===== src/rtl/active_expired_priority_scheduler_macros.svh =====
// Assertion macros for the active/expired priority scheduler.
// Used by the top level; expects clk and rst_n in scope where expanded.
`ifndef ACTIVE_EXPIRED_PRIORITY_SCHEDULER_MACROS_SVH
`define ACTIVE_EXPIRED_PRIORITY_SCHEDULER_MACROS_SVH
`ifndef SYNTHESIS
`define AESP_ASSERT_NOW(label, ante, cons) \
    label: assert property (@(posedge clk) disable iff (!rst_n) (ante) |-> (cons)) \
        else $error("aesp: same-cycle check failed");
`define AESP_ASSERT_NEXT(label, ante, cons) \
    label: assert property (@(posedge clk) disable iff (!rst_n) (ante) |=> (cons)) \
        else $error("aesp: next-cycle check failed");
`else
`define AESP_ASSERT_NOW(label, ante, cons)
`define AESP_ASSERT_NEXT(label, ante, cons)
`endif
`endif


===== src/rtl/aesp_pkg.sv =====
// Shared types and constants of the active/expired priority scheduler.
// No dependencies.
`timescale 1ns / 1ps
`default_nettype none

package aesp_pkg;

    localparam int TASK_W      = 6;
    localparam int MAX_TASKS   = 64;
    localparam int PRIO_W      = 4;
    localparam int LEVEL_OUT_W = 3;
    localparam int CFG_W       = 4;
    localparam int CMP_W       = 6;

    localparam logic [CFG_W-1:0] LEVEL_COUNT_RESET = 4'd4;

    localparam logic CMD_ADD  = 1'b0;
    localparam logic CMD_PICK = 1'b1;

    typedef struct packed {
        logic accept;
        logic add_go;
        logic pick_go;
        logic link_go;
    } aesp_cmd_t;

    typedef struct packed {
        logic in_valid;
        logic in_pick;
        logic out_free;
    } aesp_status_t;

endpackage

`default_nettype wire


===== src/rtl/aesp_if.sv =====
// Request and response channel interfaces of the scheduler.
// Depends on aesp_pkg for the payload widths.
`timescale 1ns / 1ps
`default_nettype none

interface aesp_req_if;
    logic                         valid;
    logic                         ready;
    logic                         command;
    logic [aesp_pkg::TASK_W-1:0]  task_id;
    logic [aesp_pkg::PRIO_W-1:0]  static_priority;
    logic                         from_running;

    modport source (output valid, command, task_id, static_priority, from_running,
                    input ready);
    modport sink   (input valid, command, task_id, static_priority, from_running,
                    output ready);
endinterface

interface aesp_rsp_if;
    logic                              valid;
    logic                              ready;
    logic                              task_valid;
    logic [aesp_pkg::TASK_W-1:0]       task_out;
    logic [aesp_pkg::LEVEL_OUT_W-1:0]  dyn_level;
    logic                              to_expired;
    logic                              banks_swapped;

    modport source (output valid, task_valid, task_out, dyn_level, to_expired,
                    banks_swapped, input ready);
    modport sink   (input valid, task_valid, task_out, dyn_level, to_expired,
                    banks_swapped, output ready);
endinterface

`default_nettype wire


===== src/rtl/aesp_ctrl.sv =====
// Sequencing state machine of the scheduler.
// Depends on aesp_pkg for the command and status structs.
`timescale 1ns / 1ps
`default_nettype none

module aesp_ctrl
(
    input  wire logic                  clk,
    input  wire logic                  rst_n,
    input  aesp_pkg::aesp_status_t     st,
    output aesp_pkg::aesp_cmd_t        cmd,
    output logic                       take
);

    localparam logic [1:0] S_IDLE = 2'd0;
    localparam logic [1:0] S_ADD  = 2'd1;
    localparam logic [1:0] S_PICK = 2'd2;
    localparam logic [1:0] S_LINK = 2'd3;

    logic [1:0] state_reg;
    logic [1:0] state_next;

    always_comb
    begin
        state_next  = state_reg;
        cmd         = '0;
        take        = 1'b0;
        case (state_reg)
            S_IDLE:
            begin
                take       = 1'b1;
                cmd.accept = st.in_valid;
                if (st.in_valid)
                begin
                    state_next = (st.in_pick == aesp_pkg::CMD_PICK) ? S_PICK : S_ADD;
                end
            end
            S_ADD:
            begin
                if (st.out_free)
                begin
                    cmd.add_go = 1'b1;
                    state_next = S_IDLE;
                end
            end
            S_PICK:
            begin
                if (st.out_free)
                begin
                    cmd.pick_go = 1'b1;
                    state_next  = S_LINK;
                end
            end
            S_LINK:
            begin
                cmd.link_go = 1'b1;
                state_next  = S_IDLE;
            end
            default:
            begin
                state_next = S_IDLE;
            end
        endcase
    end

    always_ff @(posedge clk or negedge rst_n)
    begin
        if (!rst_n)
        begin
            state_reg <= S_IDLE;
        end
        else
        begin
            state_reg <= state_next;
        end
    end

endmodule

`default_nettype wire


===== src/rtl/aesp_dp.sv =====
// Datapath of the scheduler: per-task tables, queue pointers, bank state, result register.
// Depends on aesp_pkg and the channel interfaces in aesp_if.
`timescale 1ns / 1ps
`default_nettype none

module aesp_dp
#(
    parameter int MAX_LEVELS = 8
)
(
    input  wire logic                          clk,
    input  wire logic                          rst_n,
    aesp_req_if.sink                           task_req,
    aesp_rsp_if.source                         task_rsp,
    input  wire logic                          cfg_we,
    input  wire logic [aesp_pkg::CFG_W-1:0]    cfg_wdata,
    input  aesp_pkg::aesp_cmd_t                cmd,
    input  wire logic                          take,
    output aesp_pkg::aesp_status_t             st
);

    localparam int LW  = (MAX_LEVELS > 1) ? $clog2(MAX_LEVELS) : 1;
    localparam int LCW = $clog2(MAX_LEVELS + 1);
    localparam int TW  = aesp_pkg::TASK_W;
    localparam int CW  = aesp_pkg::CMP_W;

    logic [aesp_pkg::CFG_W-1:0]  level_count_reg;
    logic [1:0][MAX_LEVELS-1:0]  nonempty_reg;
    logic                        active_reg;
    logic                        out_valid_reg;

    logic [TW-1:0]                   id_reg;
    logic [aesp_pkg::PRIO_W-1:0]     sp_reg;
    logic                            run_reg;
    logic [LW-1:0]                   dyn_rd_reg;
    logic [TW-1:0]                   next_rd_reg;
    logic                            link_pend_reg;
    logic                            pbank_reg;
    logic [LW-1:0]                   plvl_reg;

    logic [LW-1:0]  dyn_level_mem [aesp_pkg::MAX_TASKS];
    logic [TW-1:0]  next_link_mem [aesp_pkg::MAX_TASKS];
    logic [TW-1:0]  head_reg      [2][MAX_LEVELS];
    logic [TW-1:0]  tail_reg      [2][MAX_LEVELS];

    logic                              rsp_task_valid_reg;
    logic [TW-1:0]                     rsp_task_reg;
    logic [aesp_pkg::LEVEL_OUT_W-1:0]  rsp_level_reg;
    logic                              rsp_expired_reg;
    logic                              rsp_swapped_reg;

    logic [LCW-1:0]  lc;
    logic [LCW-1:0]  sp_c;
    logic [LW-1:0]   add_lvl;
    logic            add_exp;
    logic            add_bank;
    logic            add_hit;
    logic [LW-1:0]   dm1;
    logic            act_empty;
    logic            pbank;
    logic [MAX_LEVELS-1:0] pbits;
    logic            pfound;
    logic [LW-1:0]   plvl;
    logic [TW-1:0]   phead;
    logic            plast;
    logic            out_free;

    assign out_free     = !out_valid_reg || task_rsp.ready;
    assign st.in_valid  = task_req.valid;
    assign st.in_pick   = task_req.command;
    assign st.out_free  = out_free;
    assign task_req.ready = take;

    assign task_rsp.valid         = out_valid_reg;
    assign task_rsp.task_valid    = rsp_task_valid_reg;
    assign task_rsp.task_out      = rsp_task_reg;
    assign task_rsp.dyn_level     = rsp_level_reg;
    assign task_rsp.to_expired    = rsp_expired_reg;
    assign task_rsp.banks_swapped = rsp_swapped_reg;

    // Level count in use and clamped static priority
    always_comb
    begin
        if (level_count_reg == '0)
        begin
            lc = LCW'(1);
        end
        else if (CW'(level_count_reg) > CW'(MAX_LEVELS))
        begin
            lc = LCW'(MAX_LEVELS);
        end
        else
        begin
            lc = LCW'(level_count_reg);
        end

        if (sp_reg == '0)
        begin
            sp_c = LCW'(1);
        end
        else if (CW'(sp_reg) > CW'(lc))
        begin
            sp_c = lc;
        end
        else
        begin
            sp_c = LCW'(sp_reg);
        end
    end

    // Level and bank of an added task
    always_comb
    begin
        dm1     = dyn_rd_reg - LW'(1);
        add_exp = 1'b0;
        add_lvl = LW'(sp_c - LCW'(1));
        if (run_reg)
        begin
            if (dyn_rd_reg == '0)
            begin
                add_exp = 1'b1;
            end
            else if (CW'(dm1) >= CW'(lc))
            begin
                add_lvl = LW'(lc - LCW'(1));
            end
            else
            begin
                add_lvl = dm1;
            end
        end
        add_bank = active_reg ^ add_exp;
        add_hit  = nonempty_reg[add_bank][add_lvl];
    end

    // Bank swap and highest non-empty level for a pick
    always_comb
    begin
        act_empty = ~|nonempty_reg[active_reg];
        pbank     = active_reg ^ act_empty;
        pbits     = nonempty_reg[pbank];
        pfound    = |pbits;
        plvl      = '0;
        for (int l = 0; l < MAX_LEVELS; l++)
        begin
            if (pbits[l])
            begin
                plvl = LW'(l);
            end
        end
        phead = head_reg[pbank][plvl];
        plast = (phead == tail_reg[pbank][plvl]);
    end

    always_ff @(posedge clk or negedge rst_n)
    begin
        if (!rst_n)
        begin
            level_count_reg <= aesp_pkg::LEVEL_COUNT_RESET;
            nonempty_reg    <= '0;
            active_reg      <= 1'b0;
            out_valid_reg   <= 1'b0;
        end
        else
        begin
            if (cfg_we)
            begin
                level_count_reg <= cfg_wdata;
            end
            if (cmd.add_go && !add_hit)
            begin
                nonempty_reg[add_bank][add_lvl] <= 1'b1;
            end
            if (cmd.pick_go)
            begin
                if (act_empty)
                begin
                    active_reg <= ~active_reg;
                end
                if (pfound && plast)
                begin
                    nonempty_reg[pbank][plvl] <= 1'b0;
                end
            end
            if (cmd.add_go || cmd.pick_go)
            begin
                out_valid_reg <= 1'b1;
            end
            else if (task_rsp.ready)
            begin
                out_valid_reg <= 1'b0;
            end
        end
    end

    // Request beat capture and per-task level read
    always_ff @(posedge clk)
    begin
        if (cmd.accept)
        begin
            id_reg     <= task_req.task_id;
            sp_reg     <= task_req.static_priority;
            run_reg    <= task_req.from_running;
            dyn_rd_reg <= dyn_level_mem[task_req.task_id];
        end
        if (cmd.add_go)
        begin
            dyn_level_mem[id_reg] <= add_lvl;
        end
    end

    // Link table: append on add, follow head on pick
    always_ff @(posedge clk)
    begin
        if (cmd.add_go && add_hit)
        begin
            next_link_mem[tail_reg[add_bank][add_lvl]] <= id_reg;
        end
        if (cmd.pick_go)
        begin
            next_rd_reg   <= next_link_mem[phead];
            link_pend_reg <= pfound && !plast;
            pbank_reg     <= pbank;
            plvl_reg      <= plvl;
        end
    end

    // Queue head and tail pointers
    always_ff @(posedge clk)
    begin
        if (cmd.add_go)
        begin
            tail_reg[add_bank][add_lvl] <= id_reg;
            if (!add_hit)
            begin
                head_reg[add_bank][add_lvl] <= id_reg;
            end
        end
        if (cmd.link_go && link_pend_reg)
        begin
            head_reg[pbank_reg][plvl_reg] <= next_rd_reg;
        end
    end

    // Result register
    always_ff @(posedge clk)
    begin
        if (cmd.add_go)
        begin
            rsp_task_valid_reg <= 1'b1;
            rsp_task_reg       <= id_reg;
            rsp_level_reg      <= aesp_pkg::LEVEL_OUT_W'(add_lvl);
            rsp_expired_reg    <= add_exp;
            rsp_swapped_reg    <= 1'b0;
        end
        else if (cmd.pick_go)
        begin
            rsp_task_valid_reg <= pfound;
            rsp_task_reg       <= pfound ? phead : '0;
            rsp_level_reg      <= pfound ? aesp_pkg::LEVEL_OUT_W'(plvl) : '0;
            rsp_expired_reg    <= 1'b0;
            rsp_swapped_reg    <= act_empty;
        end
    end

endmodule

`default_nettype wire


===== src/rtl/active_expired_priority_scheduler.sv =====
// Top level of the active/expired multilevel priority scheduler.
// Depends on aesp_pkg, aesp_if, aesp_ctrl, aesp_dp and the assertion macro header.
//
// One request beat is taken at a time. The result register loads in the add or pick state that
// follows acceptance, once the per-task level table has been read. After an add loads, the
// controller returns to idle to accept the next beat. A pick passes through a further link
// state, following the link table to advance the queue head, before returning to idle. While
// the previous result still waits in the result register (ready low on the response side),
// the add or pick holds before loading. Tables need no clearing after reset; the user must
// change level_count only between beats, which the block itself does not enforce.
`timescale 1ns / 1ps
`default_nettype none
`include "active_expired_priority_scheduler_macros.svh"

module active_expired_priority_scheduler
#(
    parameter int MAX_LEVELS = 8
)
(
    input  wire logic                        clk,
    input  wire logic                        rst_n,
    aesp_req_if.sink                         task_req,
    aesp_rsp_if.source                       task_rsp,
    input  wire logic                        cfg_we,
    input  wire logic [aesp_pkg::CFG_W-1:0]  cfg_wdata
);

    aesp_pkg::aesp_cmd_t     cmd;
    aesp_pkg::aesp_status_t  st;
    logic                    take;

    aesp_ctrl u_ctrl
    (
        .clk   (clk),
        .rst_n (rst_n),
        .st    (st),
        .cmd   (cmd),
        .take  (take)
    );

    aesp_dp
    #(
        .MAX_LEVELS (MAX_LEVELS)
    )
    u_dp
    (
        .clk       (clk),
        .rst_n     (rst_n),
        .task_req  (task_req),
        .task_rsp  (task_rsp),
        .cfg_we    (cfg_we),
        .cfg_wdata (cfg_wdata),
        .cmd       (cmd),
        .take      (take),
        .st        (st)
    );

    `AESP_ASSERT_NOW(a_one_cmd, 1'b1, $onehot0({cmd.accept, cmd.add_go, cmd.pick_go, cmd.link_go}))
    `AESP_ASSERT_NOW(a_load_free, (cmd.add_go || cmd.pick_go), st.out_free)
    `AESP_ASSERT_NEXT(a_busy_after_beat, cmd.accept, !task_req.ready)
    `AESP_ASSERT_NEXT(a_link_after_pick, cmd.pick_go, cmd.link_go)

endmodule

`default_nettype wire

===== src/flat_wrapper.sv =====
// flat-port wrapper written by rule: the top's interface ports become plain ports
module active_expired_priority_scheduler_flat 
#(
    parameter int MAX_LEVELS = 8
)
  (clk, rst_n, cfg_we, cfg_wdata, task_req_valid, task_req_command, task_req_task_id, task_req_static_priority, task_req_from_running, task_req_ready, task_rsp_valid, task_rsp_task_valid, task_rsp_task_out, task_rsp_dyn_level, task_rsp_to_expired, task_rsp_banks_swapped, task_rsp_ready);
  aesp_req_if task_req_i ();
  aesp_rsp_if task_rsp_i ();
  input  wire logic clk;
  input  wire logic rst_n;
  input  wire logic cfg_we;
  input  wire logic [aesp_pkg::CFG_W-1:0] cfg_wdata;
  input wire logic [$bits(task_req_i.valid)-1:0] task_req_valid;
  input wire logic [$bits(task_req_i.command)-1:0] task_req_command;
  input wire logic [$bits(task_req_i.task_id)-1:0] task_req_task_id;
  input wire logic [$bits(task_req_i.static_priority)-1:0] task_req_static_priority;
  input wire logic [$bits(task_req_i.from_running)-1:0] task_req_from_running;
  output wire logic [$bits(task_req_i.ready)-1:0] task_req_ready;
  output wire logic [$bits(task_rsp_i.valid)-1:0] task_rsp_valid;
  output wire logic [$bits(task_rsp_i.task_valid)-1:0] task_rsp_task_valid;
  output wire logic [$bits(task_rsp_i.task_out)-1:0] task_rsp_task_out;
  output wire logic [$bits(task_rsp_i.dyn_level)-1:0] task_rsp_dyn_level;
  output wire logic [$bits(task_rsp_i.to_expired)-1:0] task_rsp_to_expired;
  output wire logic [$bits(task_rsp_i.banks_swapped)-1:0] task_rsp_banks_swapped;
  input wire logic [$bits(task_rsp_i.ready)-1:0] task_rsp_ready;
  assign task_req_i.valid = task_req_valid;
  assign task_req_i.command = task_req_command;
  assign task_req_i.task_id = task_req_task_id;
  assign task_req_i.static_priority = task_req_static_priority;
  assign task_req_i.from_running = task_req_from_running;
  assign task_req_ready = task_req_i.ready;
  assign task_rsp_valid = task_rsp_i.valid;
  assign task_rsp_task_valid = task_rsp_i.task_valid;
  assign task_rsp_task_out = task_rsp_i.task_out;
  assign task_rsp_dyn_level = task_rsp_i.dyn_level;
  assign task_rsp_to_expired = task_rsp_i.to_expired;
  assign task_rsp_banks_swapped = task_rsp_i.banks_swapped;
  assign task_rsp_i.ready = task_rsp_ready;
  active_expired_priority_scheduler #(.MAX_LEVELS(MAX_LEVELS)) u_core (.clk(clk), .rst_n(rst_n), .task_req(task_req_i), .task_rsp(task_rsp_i), .cfg_we(cfg_we), .cfg_wdata(cfg_wdata));
endmodule

===== config.mk =====
export PLATFORM = sky130hd
export DESIGN_NAME = active_expired_priority_scheduler_flat
export DESIGN_NICKNAME = d
export VERILOG_FILES = /design/src/rtl/aesp_pkg.sv /design/src/rtl/aesp_if.sv /design/src/rtl/aesp_ctrl.sv /design/src/rtl/aesp_dp.sv /design/src/rtl/active_expired_priority_scheduler.sv /design/src/flat_wrapper.sv
export VERILOG_INCLUDE_DIRS = /design/src /design/src/rtl
export SDC_FILE = /design/constraint.sdc
export NUM_CORES = 1
export LEC_CHECK = 0
export BUFFER_PORTS_ARGS = -buffer_cell sky130_fd_sc_hd__buf_2
export CAP_MARGIN = 20
export CORE_MARGIN = 3
export CORE_UTILIZATION = 35
export CTS_CLUSTER_DIAMETER = 80
export DETAILED_ROUTE_END_ITERATION = 6
export HOLD_SLACK_MARGIN = 0.06
export PLACE_DENSITY = 0.45
export SYNTH_ARGS = -nofsm -noshare
export SYNTH_HDL_FRONTEND = slang
export SYNTH_SLANG_ARGS = --single-unit
export TNS_END_PERCENT = 100

===== constraint.sdc =====
create_clock -name clk -period 10.9 [get_ports clk]
set_clock_uncertainty 0.05 [all_clocks]
set_input_delay 1.09 -clock clk [delete_from_list [all_inputs] [get_ports clk]]
set_output_delay 1.09 -clock clk [all_outputs]
set_load 0.01 [all_outputs]

* After elaboration in Yosys (flattened, before gate mapping) *
Memory sizes are Yosys's and may differ from the RTL's. A register that Yosys moved wholly into a read port is not among the register bits.
Index checks and enable logic that the tools add are counted.

word-level totals
  logic and storage cells = 168
  RAM bits = 768
  register bits after elaboration = 52
  output and inout bits = 14
  latch bits = 0
  bits in read-only memories = 0
  input bits = 21
  memories = 4

memory list
  name                       depth  width  rd ports  clocked after memory_dff  write ports  RTL line       text
  u_core.u_dp.next_link_mem  64     6      1         1                         1            aesp_dp.sv:42  logic [TW-1:0] next_link_mem [aesp_pkg::MAX_TASKS];
  u_core.u_dp.dyn_level_mem  64     3      1         1                         1            aesp_dp.sv:41  logic [LW-1:0] dyn_level_mem [aesp_pkg::MAX_TASKS];
  u_core.u_dp.head_reg       2      48     1         0                         1            aesp_dp.sv:43  logic [TW-1:0] head_reg [2][MAX_LEVELS];
  u_core.u_dp.tail_reg       2      48     2         0                         1            aesp_dp.sv:44  logic [TW-1:0] tail_reg [2][MAX_LEVELS];

operators by class
  multiply operators = 0
  equal/unequal tests = 7
  reduce and logical (&&, ||, !) cells = 28
  shift operators = 0
  bitwise gates (word level) = 10
  order comparisons = 17
  muxes and demuxes = 82
  add/sub/neg operators = 3
  div/mod/pow operators = 0

operators with widths
  cell                                                         number
  two-way mux 48 bit                                           5
  two-way mux 6 bit                                            11
  two-way mux 8 bit                                            8
  binary-select mux 6 bit (select 3 bit)                       3
  two-way mux 16 bit                                           3
  OR reduction 48 bit                                          1
  two-way mux 3 bit                                            14
  demux 6 bit (select 3 bit)                                   2
  two-way mux 1 bit                                            24
  AND 16 bit                                                   1
  demux 8 bit (select 1 bit)                                   2
  NOT 16 bit                                                   1
  OR 16 bit                                                    1
  OR reduction 8 bit                                           2
  >= comparator 4 bit (second input constant)                  3
  NOT 3 -> 4 bit                                               3
  logical AND 1 bit                                            11
  subtractor 3 x 1 -> 3 bit (second input constant)            3
  zero test 4 bit                                              2
  less-than comparator 3 x 4 -> 1 bit (second input constant)  2
  less-than comparator 4 x 1 -> 1 bit (second input constant)  2
  two-way mux 2 bit                                            4
  two-way mux 4 bit                                            2
  one-hot mux 2 bit (4 select lines)                           1
  21 further kinds                                             36

* Logic depth before layout (Yosys ltp) *
Gate-level depths: netlist of run 1.

  depth after elaboration = 24
  depth in mapped cells = 20
  depth with buffers taken out = 16

* Hierarchy *
From an unflattened synthesis of run 1, not the netlist that was laid out.

second synthesis, totals
  cells, all modules = 2536
  area, all modules = 36772.8 µm²

by module, submodules not included
  module     cells each  instances  seq. area each (µm²)  area each (µm²)
  aesp_dp    2523        1          24704.9               36650.2
  aesp_ctrl  13          1          50.0                  122.6

* Worst setup path after synthesis of run 1 *
No wires, ideal clock.

  path type = register to register
  start = reg u_core.u_dp.level_count_reg[1] (netlist name)
  end = mem u_core.u_dp.next_link_mem[31][0] (netlist name) (enable)
  path buffers = 2
  required time = 10.473 ns
  clock period less this slack = 5.914 ns
  data arrival time = 5.487 ns
  stages on the path, launching flop included = 19
  setup slack = 4.986 ns
  setup time = 0.377 ns
  cell sequence = dfrtp_1 o21bai_1 and2_1 clkbuf_1 ha_1 nor2b_1 o21a_1 o21a_1 o21ai_0 mux2i_1 a22oi_2 inv_1 clkbuf_1 nor2_1 a32o_1 a221oi_1 nor3b_1 nand2_1 nor3_1

between the ends
  cells in the longest elaborated chain, start to end = 14
  elaborated cells between the ends (all ways) = 22
  classes of those cells = add/sub (2); order compare (3); mux (14); bitwise (1); reduce/logical (2)

ends and longest elaborated chain
  what                                     RTL line        text
  start, declared                          aesp_dp.sv:27   logic [aesp_pkg::CFG_W-1:0] level_count_reg;
  start signal, assigned                   aesp_dp.sv:159  level_count_reg <= aesp_pkg::LEVEL_COUNT_RESET;
  start signal, assigned                   aesp_dp.sv:168  level_count_reg <= cfg_wdata;
  greater-than comparator 4 bit            aesp_dp.sv:88   else if (CW'(level_count_reg) > CW'(MAX_LEVELS))
  two-way mux 4 bit                        aesp_dp.sv:88
  two-way mux 4 bit (*)                    aesp_dp.sv:84   if (level_count_reg == '0)
  greater-than comparator 4 bit            aesp_dp.sv:101  else if (CW'(sp_reg) > CW'(lc))
  two-way mux 3 bit                        aesp_dp.sv:101
  two-way mux 3 bit                        aesp_dp.sv:97   if (sp_reg == '0)
  subtractor 3 x 1 -> 3 bit                aesp_dp.sv:116  add_lvl = LW'(sp_c - LCW'(1));
  two-way mux 3 bit                        aesp_dp.sv:119  if (dyn_rd_reg == '0)
  two-way mux 3 bit (*)                    aesp_dp.sv:117  if (run_reg)
  net u_core.u_dp.add_lvl[0]               aesp_dp.sv:54   logic [LW-1:0] add_lvl;
  binary-select mux 1 bit (select 3 bit)   aesp_dp.sv:133  add_hit = nonempty_reg[add_bank][add_lvl];
  two-way mux 1 bit (implied by the code)  aesp_dp.sv:133
  logical AND 1 bit                        aesp_dp.sv:215  if (cmd.add_go && add_hit)
  two-way mux 1 bit                        aesp_dp.sv:215
  two-way mux 1 bit (implied by the code)  aesp_dp.sv:217  next_link_mem[tail_reg[add_bank][add_lvl]] <= id_reg;
  end, declared                            aesp_dp.sv:42

Mark *: on every way through the listed nets, which the timed path passes. The rest lies on a longest branch. The select of a mux whose other input is x is not followed.

* Worst setup path in the final report of run 1 *
  start = reg u_core.u_dp.level_count_reg[3] (netlist name)
  end = mem u_core.u_dp.next_link_mem[29][5] (netlist name) (enable)

The elaborated chain is that of the path after synthesis.

==> out/qor.txt, run 1 <==
Routed WL - 104000 µm
Routability cong. - 0.875
First-pass DRT Iterations - 6
Hold bufs inserted after CTS - 0
Reg clk slew, reported paths - 0.06 ns
Worst-Margin Slew - 1.21 ns
Unrepaired setup endpoints after global routing - false
# fillers - 9257
Synth warnings - 0
Total grt overflow - 0
Synth Flop Type - edfxtp_1
First-pass GRT wire length - 153000 µm
Slew HR - 17.0%
Final Hold Fails - 0
Overall routing resource usage - 19.7%
Non-Filler Instances - 3877
Synth cell types - 91
Clk buf depth - 3
Die Span Y - 324 µm
Max FO, Critical Path - 73
Post-DRT Antenna Nets - 0
Post-Synthesis Mean Instance Area - 14.3 µm²
CP top delay family - simple AND/OR/NAND/NOR gates
Number of global-route vias before repair - 22100
CTS tree - done
Async set-reset flop share out of synthesis - 2.90%
Number of setup buffers added after CTS - 0
CP bufs+invs - 4
Max incr delay on CP - 0.84 ns
Leading area contributor after synthesis - edfxtp_1
Mux contribution to synthesized area - 7.68%
Commonest cells in the netlist - edfxtp_1, nand2_1, nor2_1
Largest family of logic cells by synthesized area - simple AND/OR/NAND/NOR gates
Final nets - 2534
Sequential area share after synthesis - 69.9%
Post-synth EDFFs - 803
DR vias - 21800
Placed wire-length estimate - 66600 µm
Register area - 24800 µm²
Antenna diodes - 0
Top-area cell type share of the netlist area - 68.1%
DRC - 0
Initial DRC count - 2076
Crit-path slowest cell - nor3_1
Share of layout cells above drive strength 1 - 13.6%
Post-synthesis compound-gate area fraction - 9.76%
Multi-input logic area - 9930 µm²
Worst-path cell chain - inv_1 > nand2_1 > ha_1 > nor2b_1 > o21a_1 > o21a_1 > o21ai_0 > mux2i_1 > a22oi_2 > buf_4 > inv_2 > buf_4 > nor2_1 > a32o_1 > a221oi_1 > nor3b_1 > nand2_1 > nor3_1
Clock Latency Late Sink - 0.68 ns
Initial Utilization - 35.3%
Period utilization - 61.3%
Placed cell count - 3706
Tmin final - 6.69 ns
Endpoints failing setup - 0
Wire per inst - 26.7 µm
Post_cts resized - 0
Post-synthesis simple-gate area fraction - 9.85%
Layout area overhead - 13.0%
WP data arrival - 6.92 ns
Critical Path Start Type - flop
I/O Buffers - 34
Setup CP Type - flop to flop
Total Die Area - 105000 µm²
Post-Synthesis Cells - 2477
Post-Synth XOR/XNOR Area - 0.322%
Number of synthesized register bits - 829
Clock Tree Root - clkbuf_16
Max reg flops - 384
TNS Setup - 0 ns
Status - finished, final reports clean
Max-slew violation count - 0
Max Cap Viol - 0
Initial antenna violation count - 2
Vias per cell - 5.63
Fmax - 0.150 GHz
Critical Path End Type - flop
Die width - 324 µm
Core ar. - 100000 µm²
Count leader, synth - edfxtp_1
Synth Area in Adders - 0.353%
Ports - 35
Synthesized area - 35400 µm²
H-tree levels - 3
FP Rows - 116
Hold Crit Class - primary input to async pin
Mapped Nets - 2508
Largest net degree at the start of global routing - 181
# clock sinks - 829
Top post-synthesis cells by area - edfxtp_1, mux4_2, nand2_1
TritonCTS buffer count - 91
CP required - 11.14 ns
[per-stage QoR]
| step | hold WS (ns) | setup slack, ns | utilization, % | area [µm²] |
|---|---|---|---|---|
| floorplan | 0.445 | 4.99 | - | 35400 |
| global placement | 0.414 | 4.32 | 36.9 | 36900 |
| detailed placement | 0.429 | 4.17 | 36.9 | 36900 |
| CTS | 0.345 | 4.16 | 39.9 | 40000 |
| global route | 0.385 | 3.63 | 39.9 | 40000 |
| finish | 0.368 | 4.21 | 39.9 | 40000 |
[logic make-up after synthesis]
kind of cell / after synthesis
flip-flops: 829
XOR/XNOR: 13
multiplexers: 183
AO/OA/AOI/OAI: 489
AND/OR/NAND/NOR: 785
buffers and inverters: 168
adder cells (fa/ha/maj): 10
[routing by layer]
metal,global-route usage (%),vias up,routed length (µm)
met1,27.9,11300,47200
met5,0,-,13
li1,-,9703,-
met3,2.85,162,5250
met4,5.64,2,2530
met2,31.7,707,48500
[cell type report]
type | count | share of cell area (%)
clock buffer | 108 | 5.93
inverter | 23 | 0.216
clock inverter | 61 | 1.70
tap | 1298 | 4.06
multi-input combinational | 1480 | 24.8
timing repair buffer | 78 | 1.36
sequential | 829 | 61.9
[worst paths after layout]
| path | startpoint | end | slack (ns) | cells after the start |
|---|---|---|---|---|
| setup reg to reg | u_core.u_dp.level_count_reg[3] | u_core.u_dp.next_link_mem[29][5] | 4.21 | 18 |
| setup / recovery | u_core.u_dp.level_count_reg[3] | u_core.u_dp.next_link_mem[29][5] | 4.21 | 18 |
| max in group asynchronous | rst_n | u_core.u_dp.nonempty_reg[7] | 10.03 | 1 |
| hold / removal | rst_n | u_core.u_dp.task_rsp.valid | 0.37 | 1 |
| min in group clk | u_core.u_dp.task_rsp.banks_swapped | u_core.u_dp.task_rsp.banks_swapped | 0.43 | 2 |
| hold reg to reg | u_core.u_dp.task_rsp.banks_swapped | u_core.u_dp.task_rsp.banks_swapped | 0.43 | 2 |
[cell usage in the layout, fill, tap and decap left out, types with 11 or more instances in the layout]
master and n:
mux4_2 69, a31oi_1 15, o21ai_0 31, mux2_2 17, a211oi_1 16, a32oi_1 53
buf_2 34, a22oi_1 39, nand3_1 46, edfxtp_1 803, a41oi_1 11, clkinv_2 17
o22ai_1 12, a22o_1 30, and2_1 17, buf_4 41, a221oi_1 11, nand4_1 16
nor2b_1 12, clkbuf_16 91, clkinv_1 17, nor2_1 191, nor3_1 53, mux2i_1 96
and3_1 23, a21oi_1 164, clkbuf_1 14, inv_1 17, nand2_1 364, dfrtp_1 23
[worst reg2reg max path, stage by stage, from the launching register on]
cell      delay [ns]
dfrtp_1         0.39
inv_1           0.12
nand2_1         0.16
ha_1            0.33
nor2b_1         0.13
o21a_1          0.16
o21a_1          0.16
o21ai_0         0.44
mux2i_1         0.30
a22oi_2         0.08
buf_4           0.26
inv_2           0.07
buf_4           0.57
nor2_1          0.42
a32o_1          0.31
a221oi_1        0.61
nor3b_1         0.46
nand2_1         0.44
nor3_1          0.84
Power of run 1 is not shown: default switching activity piles up to over one toggle a cycle in this logic, so the estimate is an artifact.
==> run 2, diff against run 1 <==
- PLACE_DENSITY: 0.45 -> 0.47
- clock period: 10.9 -> 5.45 ns (I/O delays scaled with it)
==> run 2 against run 1 <==
Compared with the run above:
- clock-buffer cell count unchanged
- flip-flop and latch count unchanged
- worst hold slack got worse by 0.26 ns
- global-route usage about the same
- die area unchanged
- non-clock buffer count increased by 109
- setup slack got worse by 4.1 ns
- cell area increased by 3.0%
- first-iteration DRC count increased by 8.5%
- utilization increased by 1.2 points
- critical endpoint is now u_core.u_dp.next_link_mem[36][0]
- largest cell class unchanged
- highest routed layer is now met4
==> out/qor.txt, run 2 (same netlist as run 1, synthesis figures left out) <==
Die width - 324 µm (unchanged)
Reg clk slew, reported paths - 0.06 ns (about the same)
Initial DRC count - 2252 (was 2076)
Initial antenna violation count - 4 (was 2)
Final Cell Area - 41200 µm² (was 40000 µm²)
Clock Latency Late Sink - 0.69 ns (was 0.68 ns)
Overall routing resource usage - 19.7% (about the same)
Register area - 24800 µm² (unchanged)
First-pass DRT Iterations - 5 (was 6)
First-pass GRT wire length - 152000 µm (was 153000 µm)
Critical Path Start Type - flop (unchanged)
CP bufs+invs - 3 (was 4)
Initial Utilization - 35.3% (unchanged)
Final nets - 2647 (was 2534)
CP required - 5.67 ns (was 11.14 ns)
Slew HR - 26.9% (was 17.0%)
Core ar. - 100000 µm² (unchanged)
Routability cong. - 0.920 (was 0.875)
Dpl cell area - 37700 µm² (was 36900 µm²)
Worst-path cell chain - o21bai_1 > and2_1 > ha_1 > nand2b_1 > a21o_1 > a21oi_1 > nor2_1 > mux2_2 > a22oi_2 > buf_4 > inv_2 > nand4_1 > a21oi_1 > a2111oi_2 > buf_4 > nand2_1 > nor2_1 (was inv_1 > nand2_1 > ha_1 > nor2b_1 > o21a_1 > o21a_1 > o21ai_0 > mux2i_1 > a22oi_2 > buf_4 > inv_2 > buf_4 > nor2_1 > a32o_1 > a221oi_1 > nor3b_1 > nand2_1 > nor3_1)
Layout area overhead - 16.4% (was 13.0%)
TritonCTS buffer count - 93 (was 91)
Max incr delay on CP - 0.62 ns (was 0.84 ns)
Critical Path Source - u_core.u_dp.level_count_reg[2] (was u_core.u_dp.level_count_reg[3])
I/O Buffers - 34 (unchanged)
WP data arrival - 5.57 ns (was 6.92 ns)
Multi-input logic area - 10100 µm² (was 9930 µm²)
Wire per inst - 26.4 µm (was 26.7 µm)
CTS tree - done (unchanged)
Total grt overflow - 0 (unchanged)
Setup CP Type - flop to flop (unchanged)
Post-DRT Antenna Nets - 0 (unchanged)
Clk buf depth - 3 (unchanged)
DR vias - 22500 (was 21800)
Hold Startpoint - task_req_command
Critical Path End Type - flop (unchanged)
# clock sinks - 829 (unchanged)
Max FO, Critical Path - 19 (was 73)
Ports - 35 (unchanged)
Vias per cell - 5.62 (was 5.63)
Max reg flops - 384 (unchanged)
Worst R2R Start - u_core.u_dp.level_count_reg[2] (was u_core.u_dp.level_count_reg[3])
Total Die Area - 105000 µm² (unchanged)
Unrepaired setup endpoints after global routing - true (was false)
# fillers - 9179 (was 9257)
Worst-Margin Slew - 1.09 ns (was 1.21 ns)
Max Cap Viol - 0 (unchanged)
Routed WL - 105000 µm (was 104000 µm)
Die Span Y - 324 µm (unchanged)
FP Rows - 116 (unchanged)
Max-slew violation count - 0 (unchanged)
Hold Crit Class - primary input to flop (was primary input to async pin)
Clock Tree Root - clkbuf_16 (unchanged)
Final Hold Fails - 0 (unchanged)
Endpoints failing setup - 0 (unchanged)
Period utilization - 98.1% (was 61.3%)
Crit-path slowest cell - a2111oi_2 (was nor3_1)
DRC - 0 (unchanged)
Placed wire-length estimate - 70000 µm (was 66600 µm)
Fmax - 0.187 GHz (was 0.150 GHz)
Most frequent cells in the layout - edfxtp_1, nand2_1, nor2_1, a21oi_1, buf_4 (was edfxtp_1, nand2_1, nor2_1, a21oi_1, mux2i_1)
Number of global-route vias before repair - 22100 (about the same)
Status - finished, final reports clean (unchanged)
Share of layout cells above drive strength 1 - 18.3% (was 13.6%)
Commonest non-fill, non-tap cell in the layout - edfxtp_1 (unchanged)
Largest net degree at the start of global routing - 65 (was 181)
CP top delay family - simple AND/OR/NAND/NOR gates (unchanged)
Tmin final - 5.35 ns (was 6.69 ns)
H-tree levels - 3 (unchanged)
## run 2: cell count changes in the layout (fill, tap and decap cells not counted), sizes merged
cell	change
and4	+2
clkinvlp	-3
dlygate4sd3	+13
diode	+1
clkinv	+8
bufinv	-1
inv	+1
buf	+95
clkbuf	+1
## run 2: metrics by stage
step	util, %	instances	setup WS (ns)	TNS, ns	hold slack (ns)
CTS	40.9	3989	0.0166	0	0.0685
floorplan	-	2477	0.197	0	0.199
finish	41.1	3994	0.104	0	0.104
global route	41.1	3993	-0.140	-2.96	0.105
global placement	37.7	3801	0.0756	0	0.417
detailed placement	37.7	3802	0.0570	0	0.414
## run 2: worst reg2reg max path, stage by stage (launching register included)
cell	delay, ns
dfstp_2	0.57
o21bai_1	0.11
and2_1	0.23
ha_1	0.28
nand2b_1	0.09
a21o_1	0.12
a21oi_1	0.06
nor2_1	0.23
mux2_2	0.38
a22oi_2	0.27
buf_4	0.31
inv_2	0.16
nand4_1	0.15
a21oi_1	0.11
a2111oi_2	0.62
buf_4	0.32
nand2_1	0.31
nor2_1	0.57
## run 2: timing repair
action / in CTS / in global routing
buffers inserted: 0 / 1
endpoints found under the setup margin: 7 / 313
endpoints found under the hold margin: 34 / 0
hold buffers: 13 / 0
gates resized for setup: 2 / 47
gates cloned: 0 / 2
pin swaps: 0 / 1
## run 2: layer usage
layer,routed length [µm],global-route usage (%),vias to the layer above
li1,-,-,9941
met1,45900,27.6,11400
met2,49500,31.6,885
met3,6410,2.85,189
met4,3460,6.48,0
met5,0,0,-
## run 2: worst paths after layout
kind | endpoint | slack, ns | cells after the start
setup reg to reg | u_core.u_dp.next_link_mem[36][0] | 0.10 | 17
hold reg to reg | u_core.u_dp.task_rsp.banks_swapped | 0.42 | 2
max in group asynchronous | u_core.u_dp.task_rsp.valid | 4.57 | 2
hold / removal | u_core.u_ctrl.state_reg[1] | 0.10 | 3
setup / recovery | u_core.u_dp.next_link_mem[36][0] | 0.10 | 17
min in group asynchronous | u_core.u_dp.level_count_reg[0] | 0.36 | 2
## run 2: final cells by class
type	instances	share of cell area, %
well taps	1298	3.94
flip-flops and latches	829	60.1
diodes	1	0.00607
clock buffers	108	5.84
inverters	23	0.222
multi-input cells	1482	24.6
repair buffers	187	3.62
clock inverters	66	1.67
Power of run 2 is left out for the same reason.
==> run 3, diff against run 2 <==
- ABC_AREA: default -> 1
==> run 3 against run 2 <==
Compared with the run above:
- synthesized cell count up 45%
- non-clock buffer count down 65
- via count up 17%
- setup slack better by 0.21 ns
- maximum frequency up 4.0%
- die area up 5.9%
- global-route usage down 0.23 points
- flip-flop and latch count unchanged
- routed wire length up 3.9%
- clock-buffer cell count up 9
- critical path type unchanged
==> out/qor.txt, run 3 <==
Number of synthesized register bits - 829 (unchanged)
# fillers - 10400 (was 9179)
Overall routing resource usage - 19.4% (was 19.7%)
Critical Path Start Type - flop (unchanged)
Post-synth EDFFs - 803 (unchanged)
Total power - 21.5 mW
Period utilization - 94.3% (was 98.1%)
Die Span Y - 333 µm (was 324 µm)
Most frequent cells in the layout - edfxtp_1, nand2_1, inv_1, nand3_1, nor2_1 (was edfxtp_1, nand2_1, nor2_1, a21oi_1, buf_4)
Initial DRC count - 2231 (was 2252)
TritonCTS buffer count - 94 (was 93)
Synth warnings - 0 (unchanged)
Routability cong. - 0.843 (was 0.920)
Core ar. - 106000 µm² (was 100000 µm²)
Post-DRT Antenna Nets - 0 (unchanged)
Top-area cell type share of the netlist area - 64.3% (was 68.1%)
Dpl cell area - 39200 µm² (was 37700 µm²)
Max-slew violation count - 0 (unchanged)
Final Cell Area - 42300 µm² (was 41200 µm²)
Die width - 333 µm (was 324 µm)
DRC - 0 (unchanged)
TNS Setup - 0 ns (unchanged)
H-tree levels - 3 (unchanged)
Post-Synthesis Mean Instance Area - 10.4 µm² (was 14.3 µm²)
Ports - 35 (unchanged)
Placed cell count - 4894 (was 3802)
Metal-1 WL - 49900 µm (was 45900 µm)
First-pass DRT Iterations - 5 (unchanged)
Count leader, synth - edfxtp_1 (unchanged)
Status - finished, final reports clean (unchanged)
Commonest non-fill, non-tap cell in the layout - edfxtp_1 (unchanged)
Internal - 13.1 mW
Clock power share - 28.5%
Seq pwr share - 37.4%
Wire per inst - 21.5 µm (was 26.4 µm)
Layout area overhead - 12.9% (was 16.4%)
Slew HR - 32.9% (was 26.9%)
WP data arrival - 5.40 ns (was 5.57 ns)
Top post-synthesis cells by area - edfxtp_1, nand2_1, nand3_1 (was edfxtp_1, mux4_2, nand2_1)
Clock Latency Late Sink - 0.70 ns (was 0.69 ns)
DR vias - 26300 (was 22500)
Number of global-route vias before repair - 26000 (was 22100)
Final nets - 3648 (was 2647)
Placed wire-length estimate - 67300 µm (was 70000 µm)
Antenna diodes - 0 (was 1)
Leak - 16.2 nW
Final Hold Fails - 0 (unchanged)
Top routing layer in use - met4 (unchanged)
Clk buf depth - 3 (unchanged)
I/O Buffers - 34 (unchanged)
Routed WL - 109000 µm (was 105000 µm)
CP required - 5.71 ns (was 5.67 ns)
First-pass GRT wire length - 164000 µm (was 152000 µm)
Synth Flop Type - edfxtp_1 (unchanged)
Non-Filler Instances - 5083 (was 3994)
Setup CP Type - flop to flop (unchanged)
Synthesized area - 37500 µm² (was 35400 µm²)
Initial Utilization - 35.4% (was 35.3%)
Largest net degree at the start of global routing - 133 (was 65)
Critical Path End Type - flop (unchanged)
Clock Tree Root - clkbuf_16 (unchanged)
FF-to-FF path depth - 25 (was 17)
Max reg flops - 384 (unchanged)
Max VDD drop - 0.357 mV
Register area - 24800 µm² (unchanged)
Synth cell types - 52 (was 91)
FP Rows - 119 (was 116)
WL met3 - 5400 µm (was 6410 µm)
Hold Slack - 0.130 ns (was 0.104 ns)
Leading area contributor after synthesis - edfxtp_1 (unchanged)
Worst Hold Depth - 2 (was 3)
Total grt overflow - 0 (unchanged)
Tmin final - 5.14 ns (was 5.35 ns)
Endpoints failing setup - 0 (unchanged)
Reg clk slew, reported paths - 0.06 ns (about the same)
Switching Fraction - 38.9%
Commonest cells in the netlist - edfxtp_1, nand2_1, inv_1 (was edfxtp_1, nand2_1, nor2_1)
Worst-Margin Slew - 1.01 ns (was 1.09 ns)
Unrepaired setup endpoints after global routing - true (unchanged)
Fmax - 0.195 GHz (was 0.187 GHz)
Share of layout cells above drive strength 1 - 9.13% (was 18.3%)
Sw power - 8.36 mW
Cell Pwr Density - 507 nW/µm²
Multi-input logic area - 10200 µm² (was 10100 µm²)
# clock sinks - 829 (unchanged)
Total Die Area - 111000 µm² (was 105000 µm²)
Max FO, Critical Path - 8 (was 19)
Sequential area share after synthesis - 66.0% (was 69.9%)
CTS tree - done (unchanged)
Mapped Nets - 3623 (was 2508)
Post-Synthesis Cells - 3592 (was 2477)
DR WL met2 - 50700 µm (was 49500 µm)
Logic gate share of total power - 34.1%
Number of setup buffers added after CTS - 0 (unchanged)
Initial antenna violation count - 0 (was 4)
Max Cap Viol - 0 (unchanged)
Async set-reset flop share out of synthesis - 2.90% (unchanged)
Hold Crit Class - primary input to flop (unchanged)
Vias per cell - 5.17 (was 5.62)
run 3: power groups by stage:
| stage | Combinational, mW | Clock, mW | Sequential [mW] |
|---|---|---|---|
| 2_1_floorplan | 4.41 | 0 | 8.25 |
| 3_3_place_gp | 7.31 | 0 | 8.18 |
| 3_5_place_dp | 7.30 | 0 | 8.17 |
| 4_1_cts | 7.32 | 6.26 | 8.05 |
| 5_1_grt | 8.00 | 6.52 | 8.07 |
| 6_report | 7.32 | 6.13 | 8.05 |
run 3: path summary, 6_finish.rpt:
| path | endpoint | slack (ns) | start |
|---|---|---|---|
| worst max-delay path | u_core.u_dp.next_link_mem[19][4] | 0.31 | u_core.u_dp.level_count_reg[2] |
| worst min-delay path | u_core.u_dp.level_count_reg[2] | 0.13 | cfg_we |
| worst max register to register | u_core.u_dp.next_link_mem[19][4] | 0.31 | u_core.u_dp.level_count_reg[2] |
| worst min register to register | u_core.u_dp.task_rsp.banks_swapped | 0.43 | u_core.u_dp.task_rsp.banks_swapped |
| max in group asynchronous | u_core.u_dp.task_rsp.valid | 4.58 | rst_n |
| min in group asynchronous | u_core.u_dp.level_count_reg[3] | 0.36 | rst_n |
run 3: kinds of logic after synthesis:
| group | share of synthesized area (%) |
|---|---|
| multiplexers | 0.430 |
| flip-flops | 66.0 |
| AO/OA/AOI/OAI | 6.66 |
| XOR/XNOR | 0.0934 |
| AND/OR/NAND/NOR | 19.3 |
| buffers and inverters | 7.22 |
| adder cells (fa/ha/maj) | 0.333 |
run 3: timing repair:
action / 4_1_cts / 5_1_grt
resized for setup: 0 / 25
hold buffers: 18 / 0
endpoints found under the hold margin: 34 / 0
endpoints found under the setup margin: 0 / 272
run 3: layout make-up:
class / count / share of cell area, %
clock inverters: 54 / 1.18
inverters: 467 / 4.16
clock buffers: 117 / 5.76
well taps: 1391 / 4.11
multi-input cells: 2103 / 24.0
repair buffers: 122 / 2.30
flip-flops and latches: 829 / 58.5
run 3: metrics by stage:
| step | util, % | setup slack [ns] |
|---|---|---|
| after floorplan | - | 0.915 |
| after global placement | 37.0 | 0.403 |
| after detailed placement | 37.0 | 0.342 |
| after CTS | 39.9 | 0.296 |
| after global routing | 40.0 | -0.124 |
| final | 40.0 | 0.311 |
run 3: worst max-delay path, stage by stage, from the launching register on:
cell	delay (ns)
dfstp_2	0.53
o21ai_0	0.14
nand2_1	0.13
inv_1	0.08
ha_1	0.18
inv_1	0.06
a21oi_1	0.06
o21ai_1	0.11
nand2_1	0.11
clkinv_1	0.08
nor2_1	0.04
nor2_1	0.21
nand2_1	0.10
xor2_1	0.17
nand2_1	0.07
nand2_1	0.19
inv_2	0.07
nand3_1	0.17
inv_1	0.13
nand2_1	0.07
nand2_1	0.06
a21oi_1	0.20
nand4_1	0.33
a21oi_1	0.28
nand2_1	0.51
nor2_1	0.61
run 3: metal layers:
layer | vias up | global-route usage (%)
met1 | 13000 | 27.2
li1 | 12500 | -
met4 | 0 | 6.78
met3 | 183 | 3.11
met5 | - | 0
met2 | 666 | 30.8
Power figures use the tool's default switching activity.
